$ cat config.mk
export PLATFORM = sky130hd
export DESIGN_NAME = h264_annexb_nal_locator
export DESIGN_NICKNAME = d
export VERILOG_FILES = /design/src/hw/rtl/h264nal_pkg.sv /design/src/hw/rtl/h264_annexb_nal_locator.sv /design/src/hw/rtl/h264nal_scan.sv /design/src/hw/rtl/h264nal_obuf.sv
export SDC_FILE = /design/constraint.sdc
export NUM_CORES = 1
export LEC_CHECK = 0
export BUFFER_PORTS_ARGS = -buffer_cell sky130_fd_sc_hd__clkbuf_2
export CAP_MARGIN = 30
export CORE_MARGIN = 2
export CORE_UTILIZATION = 50
export DETAILED_ROUTE_END_ITERATION = 10
export MAX_ROUTING_LAYER = met4
export PLACE_DENSITY = 0.71
export SYNTH_ARGS = -nofsm -noshare
export SYNTH_HDL_FRONTEND = slang
export SYNTH_HIERARCHICAL = 1
export SYNTH_SLANG_ARGS = --single-unit
$ cat constraint.sdc
create_clock -name clk -period 8.8 [get_ports clk]
set_input_delay 0.44 -clock clk [delete_from_list [all_inputs] [get_ports clk]]
set_output_delay 0.44 -clock clk [all_outputs]
set_load 0.01 [all_outputs]
$ cat src/hw/rtl/h264nal_pkg.sv
// shared types and constants for the annex b nal locator
package h264nal_pkg;

  localparam int POS_W = 20;

  localparam logic [7:0] BYTE_ZERO = 8'h00;
  localparam logic [7:0] BYTE_ONE  = 8'h01;

  localparam logic [4:0] NAL_IDR = 5'd5;
  localparam logic [4:0] NAL_SPS = 5'd7;
  localparam logic [4:0] NAL_PPS = 5'd8;

  localparam logic STATUS_IDR  = 1'b0;
  localparam logic STATUS_NONE = 1'b1;

  typedef enum logic [1:0] {
    KIND_NONE = 2'd0,
    KIND_SPS  = 2'd1,
    KIND_PPS  = 2'd2
  } kind_t;

  typedef struct packed {
    logic             status;
    logic [POS_W-1:0] idr_pos;
    logic             sps_found;
    logic [POS_W-1:0] sps_pos;
    logic [POS_W-1:0] sps_len;
    logic             pps_found;
    logic [POS_W-1:0] pps_pos;
    logic [POS_W-1:0] pps_len;
  } summary_t;

endpackage

$ cat src/hw/rtl/h264_annexb_nal_locator.sv
// top level of the annex b nal locator
//
// in_*: one byte of an annex b frame per word, in_last_byte on the final
// byte. out_*: at most one summary word per frame. It is given at the
// first idr header (status 0, idr_pos set) or at the final byte when the
// frame held no idr (status 1). It carries the latest sps and pps header
// offsets and their lengths up to the following start code.
// Throughput is one byte per cycle while the output word is not stalled. A
// byte passes an input register and is scanned into the output register,
// from which the summary that it caused shows on out_valid.
// Bytes after an idr header are taken and dropped until in_last_byte.
// When the output word is stalled, the byte in the input register waits
// (one more is taken first if that register was empty) and in_stall
// stays high until the word is taken.
// Reset (rst_n low, synchronous) empties both registers and starts a new
// frame at offset zero. Every frame end also returns the scanner to that
// state. Offsets saturate at MAX_FRAME_BYTES; later bytes are ignored
// except for in_last_byte.
module h264_annexb_nal_locator import h264nal_pkg::*; #(
  parameter int MAX_FRAME_BYTES = 1048576
) (
  input  logic             clk,
  input  logic             rst_n,
  input  logic             in_valid,
  output logic             in_stall,
  input  logic [7:0]       in_data_byte,
  input  logic             in_last_byte,
  output logic             out_valid,
  input  logic             out_stall,
  output logic             out_status,
  output logic [POS_W-1:0] out_idr_pos,
  output logic             out_sps_found,
  output logic [POS_W-1:0] out_sps_pos,
  output logic [POS_W-1:0] out_sps_len,
  output logic             out_pps_found,
  output logic [POS_W-1:0] out_pps_pos,
  output logic [POS_W-1:0] out_pps_len
);

  logic     hold;
  logic     s1_valid;
  logic     res_valid;
  summary_t res;
  summary_t out_word;

  assign in_stall = s1_valid && hold;

  h264nal_scan #(
    .MAX_FRAME_BYTES(MAX_FRAME_BYTES)
  ) u_scan (
    .clk          (clk),
    .rst_n        (rst_n),
    .in_valid     (in_valid),
    .in_stall     (in_stall),
    .in_data_byte (in_data_byte),
    .in_last_byte (in_last_byte),
    .hold         (hold),
    .s1_valid     (s1_valid),
    .res_valid    (res_valid),
    .res          (res)
  );

  h264nal_obuf u_obuf (
    .clk       (clk),
    .rst_n     (rst_n),
    .res_valid (res_valid),
    .res       (res),
    .out_stall (out_stall),
    .hold      (hold),
    .out_valid (out_valid),
    .out_word  (out_word)
  );

  assign out_status    = out_word.status;
  assign out_idr_pos   = out_word.idr_pos;
  assign out_sps_found = out_word.sps_found;
  assign out_sps_pos   = out_word.sps_pos;
  assign out_sps_len   = out_word.sps_len;
  assign out_pps_found = out_word.pps_found;
  assign out_pps_pos   = out_word.pps_pos;
  assign out_pps_len   = out_word.pps_len;

  // input side only backs up while the output word is stuck
  a_stall_cause: assert property (@(posedge clk) disable iff (!rst_n)
    in_stall |-> (out_valid && out_stall))
    else $error("in_stall without a stalled output word");

  a_no_idr_pos: assert property (@(posedge clk) disable iff (!rst_n)
    (out_valid && out_status == STATUS_NONE) |-> (out_idr_pos == '0))
    else $error("not-found summary carries an idr offset");

  a_sps_clear: assert property (@(posedge clk) disable iff (!rst_n)
    (out_valid && !out_sps_found) |-> (out_sps_pos == '0 && out_sps_len == '0))
    else $error("sps fields set without an sps header");

  a_pps_clear: assert property (@(posedge clk) disable iff (!rst_n)
    (out_valid && !out_pps_found) |-> (out_pps_pos == '0 && out_pps_len == '0))
    else $error("pps fields set without a pps header");

endmodule

$ cat src/hw/rtl/h264nal_scan.sv
// input register and per-byte start code / nal header scanner
module h264nal_scan import h264nal_pkg::*; #(
  parameter int MAX_FRAME_BYTES = 1048576
) (
  input  logic     clk,
  input  logic     rst_n,
  input  logic     in_valid,
  input  logic     in_stall,
  input  logic [7:0] in_data_byte,
  input  logic     in_last_byte,
  input  logic     hold,
  output logic     s1_valid,
  output logic     res_valid,
  output summary_t res
);

  localparam int OFFS_W = $clog2(MAX_FRAME_BYTES + 1);
  localparam logic [OFFS_W-1:0] MAX_OFFS = OFFS_W'(MAX_FRAME_BYTES);

  logic             s1_valid_r;
  logic [7:0]       s1_data_r;
  logic             s1_last_r;

  logic [OFFS_W-1:0] offset_r, offset_nxt;
  logic [1:0]        zrun_r, zrun_nxt;
  logic              hdr_r, hdr_nxt;
  logic              code4_r, code4_nxt;
  kind_t             pend_r, pend_nxt;
  logic              sps_fnd_r, sps_fnd_nxt;
  logic [POS_W-1:0]  sps_pos_r, sps_pos_nxt;
  logic [POS_W-1:0]  sps_len_r, sps_len_nxt;
  logic              pps_fnd_r, pps_fnd_nxt;
  logic [POS_W-1:0]  pps_pos_r, pps_pos_nxt;
  logic [POS_W-1:0]  pps_len_r, pps_len_nxt;
  logic              skip_r, skip_nxt;

  logic                    go;
  logic                    in_range;
  logic [OFFS_W+POS_W-1:0] offset_ext;
  logic [POS_W-1:0]        here;
  logic [POS_W-1:0]        code_start;
  logic [4:0]              nal_type;

  assign s1_valid   = s1_valid_r;
  assign go         = s1_valid_r && !hold;
  assign in_range   = offset_r < MAX_OFFS;
  assign offset_ext = {{POS_W{1'b0}}, offset_r};
  assign here       = offset_ext[POS_W-1:0];
  assign code_start = here - (code4_r ? POS_W'(4) : POS_W'(3));
  assign nal_type   = s1_data_r[4:0];

  always_comb begin
    offset_nxt  = offset_r;
    zrun_nxt    = zrun_r;
    hdr_nxt     = hdr_r;
    code4_nxt   = code4_r;
    pend_nxt    = pend_r;
    sps_fnd_nxt = sps_fnd_r;
    sps_pos_nxt = sps_pos_r;
    sps_len_nxt = sps_len_r;
    pps_fnd_nxt = pps_fnd_r;
    pps_pos_nxt = pps_pos_r;
    pps_len_nxt = pps_len_r;
    skip_nxt    = skip_r;
    res_valid   = 1'b0;
    res         = '0;

    if (!skip_r && in_range) begin
      if (hdr_r) begin
        hdr_nxt = 1'b0;
        // close the previous sps/pps at the start of this code
        case (pend_r)
          KIND_SPS: sps_len_nxt = code_start - sps_pos_r;
          KIND_PPS: pps_len_nxt = code_start - pps_pos_r;
          default:  ;
        endcase
        pend_nxt = KIND_NONE;
        if (nal_type == NAL_IDR) begin
          res_valid = go;
          skip_nxt  = 1'b1;
        end else if (nal_type == NAL_SPS) begin
          sps_fnd_nxt = 1'b1;
          sps_pos_nxt = here;
          pend_nxt    = KIND_SPS;
        end else if (nal_type == NAL_PPS) begin
          pps_fnd_nxt = 1'b1;
          pps_pos_nxt = here;
          pend_nxt    = KIND_PPS;
        end
      end
      if (!skip_nxt) begin
        if (s1_data_r == BYTE_ZERO) begin
          if (zrun_r != 2'd3) begin
            zrun_nxt = zrun_r + 2'd1;
          end
        end else if (s1_data_r == BYTE_ONE && zrun_r[1]) begin
          hdr_nxt   = 1'b1;
          code4_nxt = (zrun_r == 2'd3);
          zrun_nxt  = 2'd0;
        end else begin
          zrun_nxt = 2'd0;
        end
      end
    end

    if (in_range) begin
      offset_nxt = offset_r + OFFS_W'(1);
    end

    res.status    = res_valid ? STATUS_IDR : STATUS_NONE;
    res.idr_pos   = res_valid ? here : '0;
    res.sps_found = sps_fnd_nxt;
    res.sps_pos   = sps_pos_nxt;
    res.sps_len   = sps_len_nxt;
    res.pps_found = pps_fnd_nxt;
    res.pps_pos   = pps_pos_nxt;
    res.pps_len   = pps_len_nxt;

    if (s1_last_r) begin
      // at frame end give the not-found summary if no idr was seen, and reset
      if (!res_valid && !skip_nxt) begin
        res_valid = go;
      end
      offset_nxt  = '0;
      zrun_nxt    = 2'd0;
      hdr_nxt     = 1'b0;
      code4_nxt   = 1'b1;
      pend_nxt    = KIND_NONE;
      sps_fnd_nxt = 1'b0;
      sps_pos_nxt = '0;
      sps_len_nxt = '0;
      pps_fnd_nxt = 1'b0;
      pps_pos_nxt = '0;
      pps_len_nxt = '0;
      skip_nxt    = 1'b0;
    end
  end

  always_ff @(posedge clk) begin
    if (!rst_n) begin
      s1_valid_r <= 1'b0;
    end else if (!in_stall) begin
      s1_valid_r <= in_valid;
    end
    if (in_valid && !in_stall) begin
      s1_data_r <= in_data_byte;
      s1_last_r <= in_last_byte;
    end
  end

  always_ff @(posedge clk) begin
    if (!rst_n) begin
      offset_r  <= '0;
      zrun_r    <= 2'd0;
      hdr_r     <= 1'b0;
      code4_r   <= 1'b1;
      pend_r    <= KIND_NONE;
      sps_fnd_r <= 1'b0;
      sps_pos_r <= '0;
      sps_len_r <= '0;
      pps_fnd_r <= 1'b0;
      pps_pos_r <= '0;
      pps_len_r <= '0;
      skip_r    <= 1'b0;
    end else if (go) begin
      offset_r  <= offset_nxt;
      zrun_r    <= zrun_nxt;
      hdr_r     <= hdr_nxt;
      code4_r   <= code4_nxt;
      pend_r    <= pend_nxt;
      sps_fnd_r <= sps_fnd_nxt;
      sps_pos_r <= sps_pos_nxt;
      sps_len_r <= sps_len_nxt;
      pps_fnd_r <= pps_fnd_nxt;
      pps_pos_r <= pps_pos_nxt;
      pps_len_r <= pps_len_nxt;
      skip_r    <= skip_nxt;
    end
  end

endmodule

$ cat src/hw/rtl/h264nal_obuf.sv
// output register for the summary word
module h264nal_obuf import h264nal_pkg::*; (
  input  logic     clk,
  input  logic     rst_n,
  input  logic     res_valid,
  input  summary_t res,
  input  logic     out_stall,
  output logic     hold,
  output logic     out_valid,
  output summary_t out_word
);

  logic     out_valid_r;
  summary_t out_word_r;

  // the register is busy only while a word sits in it and is stalled
  assign hold      = out_valid_r && out_stall;
  assign out_valid = out_valid_r;
  assign out_word  = out_word_r;

  always_ff @(posedge clk) begin
    if (!rst_n) begin
      out_valid_r <= 1'b0;
    end else if (!hold) begin
      out_valid_r <= res_valid;
    end
    if (res_valid && !hold) begin
      out_word_r <= res;
    end
  end

endmodule
==> impl_summary.txt <==
----------------------------------------------------
[Outcome]
  Run status ... completed

[CTS]
  Maximum clock insertion buffer count ... 3
  Clock sink count ... 224
  Clock input transition at the sequential cells of the worst setup and hold paths ... 0.06 ns
  Cell at the root of the clock tree ... sky130_fd_sc_hd__clkbuf_16
  Post-CTS Setup Bufs ... 0
  Total number of H-tree levels ... 1
  Cts hold-fix bufs ... 0
  Number of buffers created by CTS ... 23
  Skew-Pair Late Insertion Delay ... 0.51 ns
  Clock tree from TritonCTS ... built
  Post-cts resize count ... 0

[Synthesis]
  Synth Cell Area ... 0.0110 mm^2
  Count of different cell masters after synthesis ... 65
  Yosys warnings ... 6
  Post-Synthesis Cells ... 1,073
  EDFF count, synth ... 112
  Most frequently used flop master after synthesis ... sky130_fd_sc_hd__edfxtp_1
  Proportion of synthesized flip-flops having asynchronous set or reset ... 0%
  Part of the Yosys area used for sequential elements ... 50.8%
  Mean cell area of the mapped netlist ... 10.3 um^2
  Seq cells post-synth ... 224
  Total nets after synthesis ... 1,132

[Layout]
  Leading cell type in the layout, fill and taps excluded ... sky130_fd_sc_hd__clkbuf_2
  Count of non-filler cells in the finished layout ... 1,465
  Layout Nets ... 1,227
  Filler cells ... 1,893
  Ratio of cells with drive above 1 in the final layout ... 18.3%
  Synthesis-to-layout area growth ... 13.8%
  Most frequent cells in the layout ... 117 x sky130_fd_sc_hd__clkbuf_2, 112 x sky130_fd_sc_hd__dfxtp_1, 112 x sky130_fd_sc_hd__edfxtp_1
  Antenna Diode Count ... 0

[Die]
  Number of placement rows ... 54
  Total Die Area ... 0.0233 mm^2
  Top-level port count ... 118
  Height of the die ... 152 um
  Die Span X ... 152 um
  Core region area ... 0.0218 mm^2
  Starting density of the core ... 50.7%

[Setup path]
  Timing endpoint of the critical path ... u_obuf/out_word[19]
  FF-to-FF setup slack ... 4.45 ns
  Category of the most critical setup path ... reg -> reg
  Capture instance of the worst register-to-register path ... u_obuf/out_word[19]
  Origin of the worst setup path ... u_scan/offset_r[4]
  Data required time at the worst endpoint ... 9.04 ns
  CP max FO ... 13
  Crit start category ... flip-flop
  Worst EP arrival ... 4.59 ns
  Path depth of the worst reg2reg path ... 14
  Worst reg2reg path startpoint ... u_scan/offset_r[4]
  Kind of capture point of the worst setup path ... flip-flop

[STA]
  Final Hold Vio Count ... 0
  Relative slew margins ... 35.1%
  Highest attainable clock frequency ... 230 MHz
  Setup repair after global routing missed its margin ... false
  Post-Route Setup TNS ... 0 ns
  Minimum clock period ... 4.35 ns
  Fin Clk Skew ... 0.0213 ns
  Setup violations, final ... 0
  Slew of the pin with the lowest slew margin ... 0.973 ns
  Portion of the clock cycle consumed by the worst path in the final layout ... 49.4%
  Final Max Slew Viols ... 0
  Post-layout worst setup margin ... 4.45 ns

[Place]
  Final weighted congestion in routability-driven placement ... 0.963
  Worst-case setup slack after placement ... 4.57 ns
  Dpl hpwl ... 18,200 um
  # placed instances ... 1,423
  Number of I/O port buffers ... 117

[Power and ir drop]
  Internal Pwr Total ... 0.00164 W
  Switching power ... 0.000422 W
  Proportion of power drawn by flip-flops and latches ... 53.5%
  Largest voltage drop on the vdd net ... 0.000130 V
  Total leakage power ... 4.88 nW
  Power per cell area ... 164 mW/mm^2
  Final total power ... 0.00206 W
  Switch share ... 20.5%
  Clock Power Share ... 44.3%
  Combinational fraction of design power ... 2.2%

[Min path]
  Classification of the worst-slack hold path ... in -> reg

[Detailed routing]
  Vias post-DR ... 8,194
  Pre-Repair DR Iteration Count ... 5
  DRC marker count from the first detailed-route iteration ... 639
  Average wire per cell in the routed design ... 17.5 um
  Routed vias/inst ... 5.59
  Total DRC errors in the routed layout ... 0
  Routed wire length ... 25,600 um
  Residual antenna-violating net count after detailed routing ... 0

[Global route]
  Global-route wire length before repair ... 41,000 um
  Maximum number of pins on one net before global-route repair ... 70
  Via count of the first global-routing pass ... 7,611
  Initial antenna violation count ... 0
  Remaining global-route overflow ... 0
  GR Util All Layers ... 22.2%

[Flow run]
  # Max-Cap Violations ... 0

----------------------------------------------------
## synthesized netlist by cell type, types with 12 or more instances
master | n | area share [%]
sky130_fd_sc_hd__nand4_1 | 12 | 0.68
sky130_fd_sc_hd__nor2_1 | 54 | 1.8
sky130_fd_sc_hd__mux2_2 | 36 | 3.7
sky130_fd_sc_hd__nor2b_1 | 68 | 3.9
sky130_fd_sc_hd__inv_1 | 52 | 1.8
sky130_fd_sc_hd__nor3_1 | 12 | 0.54
sky130_fd_sc_hd__xor2_1 | 36 | 2.9
sky130_fd_sc_hd__and2_1 | 24 | 1.4
sky130_fd_sc_hd__xnor2_1 | 33 | 2.6
sky130_fd_sc_hd__o21ai_0 | 63 | 2.9
sky130_fd_sc_hd__ha_1 | 43 | 4.9
sky130_fd_sc_hd__a22oi_1 | 52 | 3.5
sky130_fd_sc_hd__a22o_1 | 21 | 1.7
sky130_fd_sc_hd__edfxtp_1 | 112 | 31
sky130_fd_sc_hd__nand2_1 | 110 | 3.7
sky130_fd_sc_hd__clkbuf_1 | 48 | 1.6
sky130_fd_sc_hd__nand3_1 | 16 | 0.73
sky130_fd_sc_hd__a21oi_1 | 40 | 1.8
sky130_fd_sc_hd__dfxtp_1 | 112 | 20
## power by group through the flow
stage	clock network, W	registers (W)	logic, W
floorplan	0	0.00113	0.0000271
global placement	0	0.00112	0.0000450
detailed placement	0	0.00112	0.0000454
CTS	0.000934	0.00110	0.0000457
global route	0.000974	0.00110	0.0000492
finish	0.000911	0.00110	0.0000452
## layer usage
metal | up-vias | share of wire (%) | track usage, %
li1 | 4009 | - | -
met1 | 3929 | 49 | 32.3
met2 | 229 | 45 | 33.3
met3 | 27 | 4.7 | 3.01
met4 | 0 | 1.6 | 4.76
met5 | - | 0 | -
## kinds of logic after synthesis
kind of cell,synth area share (%)
adders and majority gates,5.42
muxes,3.95
AOI/OAI and AO/OA,14.6
DFF,50.8
xor gates and xnor gates,5.48
and+or+nand+nor,15.7
buffers and inverters,3.99
## layout make-up
| type | count | area (um^2) | share of cell area [%] |
|---|---|---|---|
| Clock buffer | 34 | 667 | 5.31 |
| Clock inverter | 8 | 45.0 | 0.359 |
| Inverter | 53 | 199 | 1.59 |
| Multi-Input combinational cell | 736 | 4990 | 39.8 |
| Sequential cell | 224 | 5610 | 44.7 |
| Tap cell | 280 | 350 | 2.79 |
| Timing Repair Buffer | 130 | 687 | 5.47 |
## through the flow
stage / util (%) / hold slack [ns] / area, um^2
finish: 57.7 / 0.104 / 12500
global route: 57.7 / 0.0850 / 12500
CTS: 57.7 / 0.0870 / 12500
detailed placement: 54.4 / 0.442 / 11800
global placement: 54.4 / 0.433 / 11800
floorplan: - / 0.425 / 11000
## critical path: stages (launching register included)
cell and delay [ns]:
sky130_fd_sc_hd__dfxtp_1 0.45, sky130_fd_sc_hd__or4_4 0.61, sky130_fd_sc_hd__nor3_2 0.20, sky130_fd_sc_hd__nor3b_1 0.36, sky130_fd_sc_hd__nand2_1 0.19, sky130_fd_sc_hd__nor3_2 0.17
sky130_fd_sc_hd__xor2_1 0.24, sky130_fd_sc_hd__ha_1 0.33, sky130_fd_sc_hd__a21oi_1 0.26, sky130_fd_sc_hd__nor2_1 0.10, sky130_fd_sc_hd__a211oi_2 0.38, sky130_fd_sc_hd__o21ai_0 0.18
sky130_fd_sc_hd__a221oi_1 0.33, sky130_fd_sc_hd__xnor2_1 0.19, sky130_fd_sc_hd__o21ai_1 0.08
## worst min path at each step
stage	end	depth (start not counted)	from
finish	u_scan/s1_data_r[4]	1	in_data_byte[4]
detailed placement	u_scan/pps_len_r[7]	2	u_scan/pps_len_r[7]
global placement	u_scan/pps_len_r[7]	2	u_scan/pps_len_r[7]
global route	u_scan/s1_data_r[7]	1	in_data_byte[7]
floorplan	u_scan/pps_len_r[12]	2	u_scan/pps_len_r[12]
CTS	u_scan/s1_data_r[1]	1	in_data_byte[1]
## state kept, by name, indices dropped and copies added, names as in the netlist
signal,count
u_scan/sps_pos_r,20
u_scan/hdr_r,1
u_scan/zrun_r,2
u_scan/code4_r,1
u_scan/pend_r,2
u_obuf/out_word,103
u_scan/skip_r,1
u_scan/s1_last_r,1
u_scan/sps_fnd_r,1
u_scan/pps_fnd_r,1
u_scan/s1_valid,1
u_scan/offset_r,21
u_scan/s1_data_r,8
u_scan/pps_len_r,20
u_scan/sps_len_r,20
u_scan/pps_pos_r,20
u_obuf/out_valid,1
Power figures use the tool's default switching activity.
